===== config.mk =====
export PLATFORM = sky130hd
export DESIGN_NAME = status_frame_receiver
export DESIGN_NICKNAME = d
export VERILOG_FILES = /design/src/hw/rtl/sfr_pkg.sv /design/src/hw/rtl/sfr_cfg.sv /design/src/hw/rtl/sfr_parser.sv /design/src/hw/rtl/status_frame_receiver.sv
export SDC_FILE = /design/constraint.sdc
export NUM_CORES = 1
export LEC_CHECK = 0
export BUFFER_PORTS_ARGS = -buffer_cell sky130_fd_sc_hd__buf_2
export CORE_ASPECT_RATIO = 1.25
export CORE_MARGIN = 3
export CORE_UTILIZATION = 50
export DETAILED_ROUTE_END_ITERATION = 6
export GPL_TIMING_DRIVEN = 0
export PLACE_DENSITY_LB_ADDON = 0.15
export SYNTH_ARGS = -nofsm -noshare
export SYNTH_HDL_FRONTEND = slang
export SYNTH_SLANG_ARGS = --single-unit

===== constraint.sdc =====
create_clock -name aclk -period 5.5 [get_ports aclk]
set_input_delay 1.1 -clock aclk [delete_from_list [all_inputs] [get_ports aclk]]
set_output_delay 1.1 -clock aclk [all_outputs]
set_load 0.02 [all_outputs]

===== src/hw/rtl/sfr_pkg.sv =====
`timescale 1ns / 1ps
`default_nettype none

package sfr_pkg;

    // Frame layout
    localparam int unsigned BufferBytes = 128;
    localparam int unsigned PosW        = 8;
    localparam int unsigned SizeW       = 9;
    localparam int unsigned IndexW      = 7;
    localparam int unsigned ByteW       = 8;

    localparam logic [ByteW-1:0] HdrByte     = 8'hBB;
    localparam logic [ByteW-1:0] CmdStatus   = 8'h04;
    localparam logic [ByteW-1:0] CmdResponse = 8'h03;
    localparam logic [ByteW-1:0] FixedOne    = 8'h01;
    localparam logic [ByteW-1:0] FixedZero   = 8'h00;
    localparam logic [ByteW-1:0] FixedFour   = 8'h04;
    localparam logic [SizeW-1:0] LenExtra    = 9'd6;
    localparam logic [SizeW-1:0] MinSize     = 9'd8;
    localparam logic [SizeW-1:0] MaxSize     = SizeW'(BufferBytes);

    // Offsets within a frame
    localparam logic [PosW-1:0] OffVersion = 8'd1;
    localparam logic [PosW-1:0] OffPad     = 8'd2;
    localparam logic [PosW-1:0] OffCommand = 8'd3;
    localparam logic [PosW-1:0] OffLength  = 8'd4;
    localparam logic [PosW-1:0] OffKind    = 8'd5;
    localparam logic [PosW-1:0] OffKindPad = 8'd6;

    // Supported frame sizes
    localparam logic [SizeW-1:0] SizeA = 9'd61;
    localparam logic [SizeW-1:0] SizeB = 9'd65;
    localparam logic [SizeW-1:0] SizeC = 9'd68;

    // Configuration register indexes
    localparam int unsigned CfgIdxW  = 1;
    localparam int unsigned CfgDataW = 3;
    localparam logic [CfgIdxW-1:0] CfgDeviceProfile  = 1'b0;
    localparam logic [CfgIdxW-1:0] CfgAcceptResponse = 1'b1;

    typedef enum logic [1:0] {
        ST_NONE   = 2'd0,
        ST_GOOD   = 2'd1,
        ST_REJECT = 2'd2,
        ST_ABORT  = 2'd3
    } status_t;

    typedef enum logic [2:0] {
        RSN_NONE     = 3'd0,
        RSN_SIZE     = 3'd1,
        RSN_FIXED    = 3'd2,
        RSN_COMMAND  = 3'd3,
        RSN_CHECKSUM = 3'd4
    } reason_t;

    typedef struct packed {
        logic [2:0] device_profile;
        logic       accept_response;
    } cfg_t;

    typedef struct packed {
        status_t                status;
        reason_t                reject_reason;
        logic                   in_frame;
        logic [IndexW-1:0]      byte_index;
        logic [ByteW-1:0]       data_out;
    } result_t;

endpackage

`default_nettype wire


===== src/hw/rtl/sfr_cfg.sv =====
`timescale 1ns / 1ps
`default_nettype none

module sfr_cfg (
    input  wire logic                           aclk,
    input  wire logic                           aresetn,
    input  wire logic                           cfg_valid,
    output logic                                cfg_ready,
    input  wire logic [sfr_pkg::CfgIdxW-1:0]    cfg_index,
    input  wire logic [sfr_pkg::CfgDataW-1:0]   cfg_data,
    output sfr_pkg::cfg_t                       cfg
);
    import sfr_pkg::*;

    cfg_t cfg_reg;
    cfg_t cfg_next;

    assign cfg_ready = 1'b1;
    assign cfg       = cfg_reg;

    // Decode a write beat into the addressed register
    always_comb begin
        cfg_next = cfg_reg;
        if (cfg_valid) begin
            unique case (cfg_index)
                CfgDeviceProfile:  cfg_next.device_profile  = cfg_data[2:0];
                CfgAcceptResponse: cfg_next.accept_response = cfg_data[0];
                default:           cfg_next = cfg_reg;
            endcase
        end
    end

    always_ff @(posedge aclk) begin
        if (!aresetn) begin
            cfg_reg <= '0;
        end else begin
            cfg_reg <= cfg_next;
        end
    end

endmodule

`default_nettype wire


===== src/hw/rtl/sfr_parser.sv =====
`timescale 1ns / 1ps
`default_nettype none

module sfr_parser (
    input  wire logic                       aclk,
    input  wire logic                       aresetn,
    input  wire logic                       step,
    input  wire logic [sfr_pkg::ByteW-1:0]  rx_byte,
    input  sfr_pkg::cfg_t                   cfg,
    output sfr_pkg::result_t                result
);
    import sfr_pkg::*;

    logic [PosW-1:0]  position_reg,  position_next;
    logic [SizeW-1:0] frame_size_reg, frame_size_next;
    logic [ByteW-1:0] xor_reg,       xor_next;
    logic             fixed_err_reg, fixed_err_next;
    logic             cmd_err_reg,   cmd_err_next;

    logic [SizeW-1:0] len_size;
    logic [SizeW-1:0] size_eff;
    logic [SizeW-1:0] pos_inc;
    logic             fixed_bad;
    logic             cmd_ok;
    logic             len_bad;
    logic             size_ok;

    assign len_size = {1'b0, rx_byte} + LenExtra;
    assign pos_inc  = {1'b0, position_reg} + 9'd1;
    assign len_bad  = (len_size < MinSize) || (len_size > MaxSize);
    assign cmd_ok   = (rx_byte == CmdStatus) ||
                      ((rx_byte == CmdResponse) &&
                       ((cfg.device_profile != 3'd0) || cfg.accept_response));
    assign fixed_bad = ((position_reg == OffVersion) && (rx_byte != FixedOne))  ||
                       ((position_reg == OffPad)     && (rx_byte != FixedZero)) ||
                       ((position_reg == OffKind)    && (rx_byte != FixedFour)) ||
                       ((position_reg == OffKindPad) && (rx_byte != FixedZero));
    assign size_eff = (position_reg == OffLength) ? len_size : frame_size_reg;
    assign size_ok  = (size_eff == SizeA) || (size_eff == SizeB) || (size_eff == SizeC);

    // Per-byte parse: next state and the result for this beat
    always_comb begin
        position_next   = position_reg;
        frame_size_next = frame_size_reg;
        xor_next        = xor_reg;
        fixed_err_next  = fixed_err_reg;
        cmd_err_next    = cmd_err_reg;

        result.status        = ST_NONE;
        result.reject_reason = RSN_NONE;
        result.in_frame      = 1'b0;
        result.byte_index    = '0;
        result.data_out      = rx_byte;

        if (position_reg == '0) begin
            // Hunt for the header
            if (rx_byte == HdrByte) begin
                position_next   = 8'd1;
                frame_size_next = '0;
                xor_next        = HdrByte;
                fixed_err_next  = 1'b0;
                cmd_err_next    = 1'b0;
                result.in_frame = 1'b1;
            end
        end else begin
            result.in_frame   = 1'b1;
            result.byte_index = position_reg[IndexW-1:0];
            fixed_err_next    = fixed_err_reg | fixed_bad;
            if (position_reg == OffCommand) begin
                cmd_err_next = cmd_err_reg | !cmd_ok;
            end

            if ((position_reg == OffLength) && len_bad) begin
                // Drop the frame on an impossible length
                result.status   = ST_ABORT;
                position_next   = '0;
                frame_size_next = '0;
                xor_next        = '0;
                fixed_err_next  = 1'b0;
                cmd_err_next    = 1'b0;
            end else if ((size_eff != '0) && (pos_inc == size_eff)) begin
                // Last byte: judge the frame, then go back to hunting
                if (!size_ok) begin
                    result.reject_reason = RSN_SIZE;
                end else if (fixed_err_next) begin
                    result.reject_reason = RSN_FIXED;
                end else if (cmd_err_next) begin
                    result.reject_reason = RSN_COMMAND;
                end else if (xor_reg != rx_byte) begin
                    result.reject_reason = RSN_CHECKSUM;
                end
                result.status   = (result.reject_reason != RSN_NONE) ? ST_REJECT : ST_GOOD;
                position_next   = '0;
                frame_size_next = '0;
                xor_next        = '0;
                fixed_err_next  = 1'b0;
                cmd_err_next    = 1'b0;
            end else begin
                // Advance within the frame
                frame_size_next = size_eff;
                xor_next        = xor_reg ^ rx_byte;
                position_next   = pos_inc[PosW-1:0];
            end
        end
    end

    always_ff @(posedge aclk) begin
        if (!aresetn) begin
            position_reg   <= '0;
            frame_size_reg <= '0;
            xor_reg        <= '0;
            fixed_err_reg  <= 1'b0;
            cmd_err_reg    <= 1'b0;
        end else if (step) begin
            position_reg   <= position_next;
            frame_size_reg <= frame_size_next;
            xor_reg        <= xor_next;
            fixed_err_reg  <= fixed_err_next;
            cmd_err_reg    <= cmd_err_next;
        end
    end

`ifndef SYNTH
    // A frame outcome is only ever reported for a byte inside a frame
    assert property (@(posedge aclk) disable iff (!aresetn)
        (result.status != ST_NONE) |-> result.in_frame)
        else $error("sfr_parser: outcome reported outside a frame");

    // A reason is given exactly when the frame is rejected
    assert property (@(posedge aclk) disable iff (!aresetn)
        (result.status == ST_REJECT) == (result.reject_reason != RSN_NONE))
        else $error("sfr_parser: reject reason does not match status");

    // Any frame outcome sends the parser back to hunting
    assert property (@(posedge aclk) disable iff (!aresetn)
        (step && (result.status != ST_NONE)) |=> (position_reg == '0))
        else $error("sfr_parser: not hunting after a completed frame");

    // A learned frame size never exceeds the buffer
    assert property (@(posedge aclk) disable iff (!aresetn)
        frame_size_reg <= MaxSize)
        else $error("sfr_parser: frame size above buffer capacity");
`endif

endmodule

`default_nettype wire


===== src/hw/rtl/status_frame_receiver.sv =====
`timescale 1ns / 1ps
`default_nettype none

// Status frame receiver. Takes one UART byte per beat on the s_ channel and
// returns exactly one result beat per byte on the m_ channel: the byte itself,
// its offset in the current frame, and on the last byte of a frame (or on a bad
// length byte at offset 4) the frame verdict. Frames start with 0xBB; the
// length byte plus 6 gives the frame size, and a frame is judged on size,
// fixed bytes, command and XOR checksum. The block sustains one byte per clock
// cycle while m_tready stays high. Each byte passes through an input register
// and then a result register; its result is offered on m_tvalid from the result
// register and held there until m_tready takes it.
// s_tready falls only while both registers hold beats and m_tready is low.
// Write device_profile (index 0) and accept_response (index 1) while no bytes
// are in flight.
module status_frame_receiver (
    input  wire logic                           aclk,
    input  wire logic                           aresetn,

    input  wire logic                           s_tvalid,
    output logic                                s_tready,
    input  wire logic [7:0]                     s_tdata,   // [7:0] rx_byte

    output logic                                m_tvalid,
    input  wire logic                           m_tready,
    output logic [23:0]                         m_tdata,   // [2:0] reject_reason,
                                                           // [9:3] byte_index,
                                                           // [17:10] data_out, rest zero
    output logic [2:0]                          m_tuser,   // [1:0] status, [2] in_frame

    input  wire logic                           cfg_valid,
    output logic                                cfg_ready,
    input  wire logic [sfr_pkg::CfgIdxW-1:0]    cfg_index,
    input  wire logic [sfr_pkg::CfgDataW-1:0]   cfg_data
);
    import sfr_pkg::*;

    cfg_t             cfg;
    result_t          result;
    logic             in_valid_reg;
    logic [ByteW-1:0] in_byte_reg;
    logic             out_valid_reg;
    result_t          out_reg;
    logic             advance;

    assign advance  = !out_valid_reg || m_tready;
    assign s_tready = !in_valid_reg || advance;

    sfr_cfg u_cfg (
        .aclk      (aclk),
        .aresetn   (aresetn),
        .cfg_valid (cfg_valid),
        .cfg_ready (cfg_ready),
        .cfg_index (cfg_index),
        .cfg_data  (cfg_data),
        .cfg       (cfg)
    );

    sfr_parser u_parser (
        .aclk    (aclk),
        .aresetn (aresetn),
        .step    (advance && in_valid_reg),
        .rx_byte (in_byte_reg),
        .cfg     (cfg),
        .result  (result)
    );

    // Input register: take a beat whenever the stage frees up
    always_ff @(posedge aclk) begin
        if (!aresetn) begin
            in_valid_reg <= 1'b0;
        end else if (s_tready) begin
            in_valid_reg <= s_tvalid;
        end
    end

    always_ff @(posedge aclk) begin
        if (s_tready && s_tvalid) begin
            in_byte_reg <= s_tdata;
        end
    end

    // Result register: hold until the beat is taken
    always_ff @(posedge aclk) begin
        if (!aresetn) begin
            out_valid_reg <= 1'b0;
        end else if (advance) begin
            out_valid_reg <= in_valid_reg;
        end
    end

    always_ff @(posedge aclk) begin
        if (advance && in_valid_reg) begin
            out_reg <= result;
        end
    end

    assign m_tvalid = out_valid_reg;
    assign m_tdata  = {6'd0, out_reg.data_out, out_reg.byte_index, out_reg.reject_reason};
    assign m_tuser  = {out_reg.in_frame, out_reg.status};

endmodule

`default_nettype wire


==> flow_summary.yaml, run 1 <==
cts:
  post_cts_resized: 0
  cts-root-buf: "clkbuf_8"
  clkTransAtPathRegs_ns: 0.07
  cts_setup_buffers: 0
  cts_tree: "done"
  cts.sinks: 62
  cts_hold_buf: 0
  htreeDepth: 3
  clockBufferDepth: 2
  numCtsBuffers: 9
  clk_latency_ns: 0.35
yosys:
  async_flop_share_pct: 0
  synth_cells: 387
  ys_top_cells_by_area: "edfxtp_1, dfxtp_1, nor2b_1"
  synth_edf_count: 29
  synth_top_area_share_pct: 24.0
  yosysSeqAreaShare_pct: 42.1
  syn_avg_cell_area_um2: 9.39
  synth_warnings: 0
  synth-seq-cells: 62
  yosys.area.top_type: "edfxtp_1"
  ys_types: 64
  synthesis.area_um2: 3630
  synth_ff_type: "dfxtp_1"
cells_and_area:
  largest_reg_flops: 18
  layout.nets: 465
  areaGrowthSynthToFinish_pct: 15.1
  finish.utilization_pct: 59.6
  fill_cells: 643
  layout-drive-gt1-share_pct: 19.9
  layout_common_cells: "buf_2, dfxtp_1, nand2_1, edfxtp_1, nor2b_1"
  layoutNonFillerInstCount: 538
  layout_commonest_cell: "buf_2"
  stdcell_area_um2: 4190
  n_antenna_cell: 0
die:
  die_area_um2: 8330
  start_util_pct: 51.8
  core-area_um2: 7020
  pin_count: 47
  die_w_um: 82.3
  die_h_um: 101
  rows: 34
worst_setup_path:
  worst-setup-path-type: "reg2reg"
  cp_max_fo: 10
  regToRegSetupSlack_ns: 1.64
  max_stage_delay_ns: 0.46
  startpoint_type: "register"
  cp_top_family: "simple AND/OR/NAND/NOR gates"
  rr_endpoint: "u_parser.position_reg[4]"
  required_ns: 5.77
  critPathSlowestCell: "clkbuf_1"
  r2r_start: "in_byte_reg[1]"
  crit_chain: "clkbuf_1, inv_1, ha_1, nand3b_1, xnor2_1, mux2i_2, nand3_1, nor4b_1, or4_1, buf_4, nand3_1, o211ai_1"
  crit_path_frequent_cell: "nand3_1"
  cp-end-kind: "register"
  crit_buf_inv: 3
  cp.arrival_ns: 4.12
  r2r_cells: 12
timing:
  rsz0062_at_grt: "no"
  worst_pin_slew_ns: 0.841
  clock_skew_ns: 0.00803
  fin_crit_ns: 3.86
  post-route-period-util_pct: 70.1
  final-max-slew-violation-count: 0
  setup_viol: 0
  hold_viol_final: 0
  tns_ns: 0
  max_slew_margin_pct: 43.8
  max_freq_mhz: 259
worst_hold_path:
  whs_endpoint: "m_tdata[15]"
  hold-path-cell-count: 0
  worstHoldPathType: "reg2reg"
  hold_start: "in_byte_reg[5]"
global_route:
  grt_use_total_pct: 24.0
  grt_overflow_total: 0
  grt_pass1_vias: 3038
  antenna_found_initial: 0
  grt_pass1_wl_mm: 15.1
  grt_max_degree: 18
drt:
  wl_per_cell_um: 17.4
  drc: 0
  routed_wl_mm: 9.38
  vias: 3200
  avgViaCountPerCell: 5.95
  drt_pass1_iterations: 5
  drtIter0Drc: 240
  route.antenna.remaining_nets: 0
power_and_ir_drop:
  power_density_nw_per_um2: 234
  peakVddDrop_uv: 173
  cellLeakagePower_uw: 0.00159
place:
  dp_hpwl_mm: 6.81
  post_dp_cell_area_um2: 3990
  gp_congestion: 0.907
  dpl.cell_count: 522
  port_buffers: 39
outcome:
  status: "finished, final reports clean"
job:
  cap_viol_max_count: 0
-- power breakdown --
group / leakage, uW / internal, uW / total [uW] / switching, uW
clock network: 0.0000980 / 203 / 386 / 183
registers: 0.000543 / 495 / 500 / 5.03
logic: 0.000945 / 34.0 / 94.2 / 60.2
total: 0.00159 / 733 / 981 / 248
-- logic make-up after synthesis --
group                      Yosys count  share of synthesized area [%]
xor gates and xnor gates            24                           5.78
buffers and inverters               52                           7.30
muxes                                6                           1.76
adders and majority gates            5                           1.72
other                                2                          0.207
and+or+nand+nor                    142                           23.0
AOI/OAI and AO/OA                   94                           18.1
DFF                                 62                           42.1
-- cell usage after synthesis, types with 2 or more instances --
master / number
nand2_1: 30
xor2_1: 8
nor2b_1: 26
nand2b_1: 2
a31o_2: 2
conb_1: 2
a31oi_1: 8
inv_1: 17
a21oi_1: 15
nand4_1: 9
a41oi_1: 2
and3b_1: 2
or4_1: 2
ha_1: 5
dfxtp_1: 33
a21o_1: 2
and3_1: 3
nor3_1: 10
clkbuf_1: 19
a211oi_2: 2
nor2_1: 14
buf_2: 3
a32oi_1: 5
nand3b_1: 3
xnor2_1: 16
o22ai_1: 7
a41oi_2: 2
buf_6: 4
and2_1: 3
edfxtp_1: 29
or3_1: 6
or2_2: 2
a21boi_0: 2
o21ai_0: 19
o2bb2ai_1: 3
nand3_1: 13
nor4_1: 5
o21a_1: 4
mux2i_1: 5
buf_4: 8
a22oi_1: 6
o2111ai_1: 4
o211ai_1: 4
-- layer usage --
| layer | wire [um] | vias up | global-route usage, % |
|---|---|---|---|
| met5 | 0 | - | 0 |
| met4 | 294 | 0 | 11.6 |
| met3 | 661 | 29 | 5.16 |
| met2 | 4450 | 144 | 37.1 |
| met1 | 3970 | 1508 | 31.5 |
| li1 | - | 1519 | - |
-- worst max path at each step --
stage,startpoint,endpoint,slack (ns),cells after the start
floorplan,m_tready,u_parser.position_reg[4],1.92,7
global placement,m_tready,u_parser.position_reg[4],0.32,8
detailed placement,in_byte_reg[1],u_parser.position_reg[4],1.77,12
CTS,in_byte_reg[1],u_parser.position_reg[4],1.73,12
global route,in_byte_reg[1],u_parser.position_reg[4],1.38,12
finish,in_byte_reg[1],u_parser.position_reg[4],1.64,12
-- per-stage QoR --
stage / hold WS, ns / power (uW) / setup WS (ns)
2_1_floorplan: 0.424 / 572 / 1.92
3_3_place_gp: 0.430 / 600 / 0.321
3_5_place_dp: 0.434 / 604 / 1.77
4_1_cts: 0.448 / 987 / 1.73
5_1_grt: 0.459 / 1020 / 1.38
6_report: 0.444 / 981 / 1.64
-- area by class of cell --
cell class                 instances  area (um^2)  area share, %
tap                               90          113           2.69
timing repair buffer              40          223           5.32
clock buffer                      12          166           3.98
multi-input combinational        278         1860           44.4
clock inverter                     4         27.5          0.658
buffer                            35          201           4.81
sequential                        62         1530           36.6
inverter                          17         63.8           1.52
(Power assumes the default switching activity.)
==> run 2: changes to the inputs <==
--- a/config.mk
+++ b/config.mk
@@ -5,6 +5,7 @@
 export SDC_FILE = /design/constraint.sdc
 export NUM_CORES = 1
 export LEC_CHECK = 0
+export ABC_AREA = 1
 export BUFFER_PORTS_ARGS = -buffer_cell sky130_fd_sc_hd__buf_2
 export CORE_ASPECT_RATIO = 1.25
 export CORE_MARGIN = 3
==> constraint.sdc (replaced) <==
create_clock -name aclk -period 3.9 [get_ports aclk]
set_input_delay 0.78 -clock aclk [delete_from_list [all_inputs] [get_ports aclk]]
set_output_delay 0.78 -clock aclk [all_outputs]
set_load 0.02 [all_outputs]
==> flow_summary.yaml, run 2 <==
outcome:
  status: "finished, final reports clean"
cts:
  post_cts_resized: 0
  cts-root-buf: "clkbuf_8"
  numCtsBuffers: 9
  cts_tree: "done"
  cts.sinks: 62
  cts_hold_buf: 0
  clockBufferDepth: 2
  cts_setup_buffers: 0
  htreeDepth: 3
  clk_latency_ns: 0.35
  clkTransAtPathRegs_ns: 0.08
worst_hold_path:
  worstHoldPathType: "reg2reg"
power_and_ir_drop:
  clkPwrFrac_pct: 38.4
  combPwrFrac_pct: 7.9
  switchingPower_uw: 359
  cellLeakagePower_uw: 0.00175
  p_int_uw: 964
  peakVddDrop_uv: 237
  seq_power_share_pct: 53.7
  netSwitchingFraction_pct: 27.2
  power_density_nw_per_um2: 313
die:
  start_util_pct: 52.5
  core-area_um2: 7100
  die_w_um: 83.3
  die_h_um: 103
  rows: 34
  pin_count: 47
  die_area_um2: 8540
place:
  dp_hpwl_mm: 6.30
  post_dp_cell_area_um2: 4060
  gp_congestion: 0.915
  port_buffers: 39
yosys:
  ys_types: 38
  synth_warnings: 0
  yosys.area.top_type: "edfxtp_1"
  async_flop_share_pct: 0
  ys_top_cells_by_area: "edfxtp_1, dfxtp_1, nand2_1"
  synth_edf_count: 29
  yosysMostFrequentCell: "nand2_1"
  yosysSeqAreaShare_pct: 41.1
  synth-seq-cells: 62
  synthesis.area_um2: 3730
  synth_cells: 465
  syn_avg_cell_area_um2: 8.02
  synth_ff_type: "dfxtp_1"
  synth_top_area_share_pct: 23.3
  yosys-top-cells-count: "nand2_1, nor2_1, inv_1"
worst_setup_path:
  critPathSlowestCell: "dfxtp_1"
  worst-setup-path-type: "reg2reg"
  required_ns: 4.12
  crit_chain: "inv_1, ha_1, nand3_4, nor2_8, buf_12, nand2_1, nand2_2, nor2_1, nand3_1, o21ai_2, nand2_1, or2_0, nor2_2"
  max_stage_delay_ns: 0.46
  crit_path_frequent_cell: "nand2_1"
  cp.arrival_ns: 2.77
  startpoint_type: "register"
  cp-end-kind: "register"
  cp_max_fo: 10
cells_and_area:
  largest_reg_flops: 18
  layout_common_cells: "nand2_1, nor2_1, inv_1, buf_2, dfxtp_1"
  n_antenna_cell: 0
  areaGrowthSynthToFinish_pct: 13.4
  layout-drive-gt1-share_pct: 27.0
  layout_commonest_cell: "nand2_1"
  layout.nets: 542
  stdcell_area_um2: 4230
timing:
  max_slew_margin_pct: 37.9
  clock_skew_ns: 0.00885
  worst_pin_slew_ns: 0.931
  rsz0062_at_grt: "no"
  tns_ns: 0
  fin_crit_ns: 2.55
  max_freq_mhz: 392
  setup_viol: 0
  post-route-period-util_pct: 65.5
  final-max-slew-violation-count: 0
  hold_viol_final: 0
global_route:
  grt_pass1_vias: 2960
  grt_overflow_total: 0
  grt_use_total_pct: 20.7
  grt_pass1_wl_mm: 13.8
  antenna_found_initial: 0
  grt_max_degree: 23
drt:
  wl_per_cell_um: 13.9
  route.antenna.remaining_nets: 0
  routed_wl_mm: 8.52
  vias: 3075
  avgViaCountPerCell: 5.00
  drc: 0
  drtIter0Drc: 148
  drt_pass1_iterations: 4
job:
  cap_viol_max_count: 0
## run 2: cell count changes after synthesis, moves of 11 or more
cell / before / now
a21oi_2: 0 / 20
nand2_1: 30 / 113
nor2b_1: 26 / 0
nand3_2: 0 / 21
nand3_1: 13 / 24
nor2_1: 14 / 57
clkbuf_1: 19 / 8
inv_1: 17 / 48
## run 2: metrics by stage
step,std cells,setup WS (ns),util (%),hold WS (ns),total power (uW)
after floorplan,470,1.75,-,0.421,794
after global placement,599,1.20,57.1,0.426,828
after detailed placement,599,1.14,57.1,0.444,830
after CTS,615,1.33,59.5,0.464,1330
after global routing,615,1.12,59.5,0.476,1370
final,615,1.35,59.5,0.463,1320
## run 2: area by class of cell
class	count	area, um^2
fillers	663	2870
multi-input cells	327	1820
flip-flops and latches	62	1530
plain buffers	29	200
repair buffers	39	195
inverters	52	195
clock buffers	9	124
well taps	90	113
clock inverters	7	50.0
## run 2: cell families (layout without fill, tap and decap cells)
| family | after synthesis | after routing | share of synthesized area (%) |
|---|---|---|---|
| simple gates | 251 | 251 | 33.8 |
| other cells | 2 | 7 | 0.201 |
| compound gates | 50 | 50 | 9.39 |
| flops | 62 | 62 | 41.1 |
| fa+ha+maj | 5 | 5 | 1.68 |
| xor+xnor | 14 | 14 | 3.29 |
| buf+inv | 81 | 136 | 10.6 |
## run 2: critical path, delay by kind of cell, from the launching register on
kind                       cells  cell delay [ns]
and+or+nand+nor                9             1.11
DFF                            1             0.46
buffers and inverters          2             0.31
AOI/OAI and AO/OA              1             0.26
adders and majority gates      1             0.27
## run 2: path summary, 6_finish.rpt
kind                                          startpoint     endpoint  slack [ns]  cells after the start
worst max-delay path            u_parser.position_reg[0]   m_tdata[1]        1.35                     13
worst min-delay path                      in_byte_reg[2]  m_tdata[12]        0.46                      0
worst max register to register  u_parser.position_reg[0]   m_tdata[1]        1.35                     13
worst min register to register            in_byte_reg[2]  m_tdata[12]        0.46                      0
## run 2: metal layers
metal	track usage, %	routed length [um]
met4	8.30	157
met3	4.72	421
met2	35.6	4130
met5	0	0
met1	25.4	3810
## run 2: power groups by stage
stage | sequential (uW) | clock (uW) | combinational, uW
after floorplan | 736 | 0 | 58.5
after global placement | 725 | 0 | 103
after detailed placement | 726 | 0 | 104
after CTS | 711 | 517 | 105
after global routing | 713 | 545 | 116
final | 711 | 508 | 104
==> run 3: changes to the inputs <==
==> constraint.sdc (replaced) <==
create_clock -name aclk -period 2.5 [get_ports aclk]
set_input_delay 0.5 -clock aclk [delete_from_list [all_inputs] [get_ports aclk]]
set_output_delay 0.5 -clock aclk [all_outputs]
set_load 0.02 [all_outputs]
==> flow_summary.yaml, run 3 (synthesis results as in run 2) <==
worst_setup_path:
  rr_endpoint: "u_parser.xor_reg[7]"
  cp_num_cells: 15
  worst-setup-path-type: "reg2reg"
  crit_path_frequent_cell: "nand2_1"
  cp_max_fo: 10
  cp.arrival_ns: 2.57
  crit_path_start: "u_parser.position_reg[1]"
  crit_buf_inv: 3
  endpoint: "u_parser.xor_reg[7]"
  startpoint_type: "register"
  regToRegSetupSlack_ns: 0.13
  critPathSlowestCell: "dfxtp_2"
  r2r_cells: 15
  crit_chain: "inv_1, ha_2, nand3_4, nor2_8, buf_12, nand3_1, nand3_1, nand2_1, nor2_1, nand2_1, nor2_4, buf_4, nand3_2, nand2_1, a21oi_1"
  max_stage_delay_ns: 0.36
  cp-end-kind: "register"
  cp_top_family: "simple AND/OR/NAND/NOR gates"
  required_ns: 2.70
  r2r_start: "u_parser.position_reg[1]"
place:
  post_dp_cell_area_um2: 4060
  gp_congestion: 0.915
  dp_hpwl_mm: 6.30
  dpl.cell_count: 599
  port_buffers: 39
timing:
  final-max-slew-violation-count: 0
  hold_viol_final: 0
  max_slew_margin_pct: 38.1
  worst_pin_slew_ns: 0.928
  setup_viol: 0
  clock_skew_ns: 0.00804
  fin_crit_ns: 2.37
  post-route-period-util_pct: 94.9
  max_freq_mhz: 421
power_and_ir_drop:
  seq_power_share_pct: 53.7
  peakVddDrop_uv: 385
  p_int_uw: 1510
  total_power_uw: 2070
  power_density_nw_per_um2: 479
  switchingPower_uw: 559
  netSwitchingFraction_pct: 27.0
  clkPwrFrac_pct: 38.2
  combPwrFrac_pct: 8.1
  cellLeakagePower_uw: 0.00176
drt:
  drt_pass1_iterations: 4
  wl_per_cell_um: 14.1
  drc: 0
  drtIter0Drc: 117
  vias: 3123
  route.antenna.remaining_nets: 0
  avgViaCountPerCell: 5.06
  routed_wl_mm: 8.71
cells_and_area:
  layout-drive-gt1-share_pct: 29.8
  layoutNonFillerInstCount: 617
  stdcell_area_um2: 4310
  largest_reg_flops: 18
  layout_commonest_cell: "nand2_1"
  layout.nets: 544
  areaGrowthSynthToFinish_pct: 15.6
  n_antenna_cell: 0
  layout_common_cells: "nand2_1, nor2_1, inv_1, buf_2, dfxtp_1"
die:
  start_util_pct: 52.5
  pin_count: 47
  die_area_um2: 8540
  die_h_um: 103
  core-area_um2: 7100
  rows: 34
  die_w_um: 83.3
cts:
  clk_latency_ns: 0.35
  clockBufferDepth: 2
  clkTransAtPathRegs_ns: 0.08
  numCtsBuffers: 9
  cts_tree: "done"
  cts-root-buf: "clkbuf_8"
  cts_hold_buf: 0
  cts.sinks: 62
  htreeDepth: 3
global_route:
  grt_pass1_wl_mm: 13.8
  grt_use_total_pct: 20.7
  grt_max_degree: 23
  grt_pass1_vias: 2960
  grt_overflow_total: 0
  antenna_found_initial: 0
worst_hold_path:
  hold_start: "s_tdata[1]"
  worstHoldPathType: "in2reg"
job:
  cap_viol_max_count: 0
outcome:
  status: "finished, final reports clean"
==> run 3: changes by cell type in the layout (fill, tap and decap cells not counted), sizes merged <==
cell / before / now
buf: 59 / 60
nand3: 47 / 48
==> run 3: power by group through the flow <==
stage	logic, uW	clock network [uW]	registers (uW)
final	168	789	1110
after global routing	187	851	1110
after CTS	163	806	1110
after detailed placement	162	0	1130
after global placement	160	0	1130
after floorplan	91.3	0	1150
==> run 3: worst min path at each step <==
stage	to	depth (start not counted)
6_report	in_byte_reg[1]	1
5_1_grt	in_byte_reg[3]	1
4_1_cts	in_byte_reg[1]	1
3_5_place_dp	m_tdata[11]	0
3_3_place_gp	m_tdata[13]	0
2_1_floorplan	m_tdata[13]	0
==> run 3: repair_timing <==
item | CTS | global route
cloned | 0 | 1
gates resized for setup | 1 | 20
setup buffers | 0 | 1
setup endpoints to repair | 6 | 32
pin swaps | 0 | 5
==> run 3: metal layers <==
metal | vias up | global-route usage, % | share of wire (%)
met5 | - | 0 | 0
met2 | 75 | 35.6 | 48
met4 | 0 | 8.30 | 3.0
met1 | 1439 | 25.4 | 44
li1 | 1593 | - | -
met3 | 16 | 4.72 | 4.9
==> run 3: final cells by class <==
class | count | area, um^2
plain buffers | 29 | 206
clock buffers | 9 | 124
clock inverters | 7 | 50.0
fillers | 653 | 2790
inverters | 52 | 195
multi-input cells | 328 | 1890
flip-flops and latches | 62 | 1530
well taps | 90 | 113
repair buffers | 40 | 203
==> run 3: per-stage QoR <==
| stage | setup slack (ns) | util (%) | setup TNS [ns] | hold slack, ns |
|---|---|---|---|---|
| after floorplan | 0.415 | - | 0 | 0.421 |
| after global placement | -0.00444 | 57.1 | -0.00444 | 0.426 |
| after detailed placement | -0.0304 | 57.1 | -0.0612 | 0.444 |
| after CTS | -0.00393 | 59.6 | -0.00401 | 0.312 |
| after global routing | -0.00113 | 60.7 | -0.00113 | 0.308 |
| final | 0.126 | 60.7 | 0 | 0.322 |
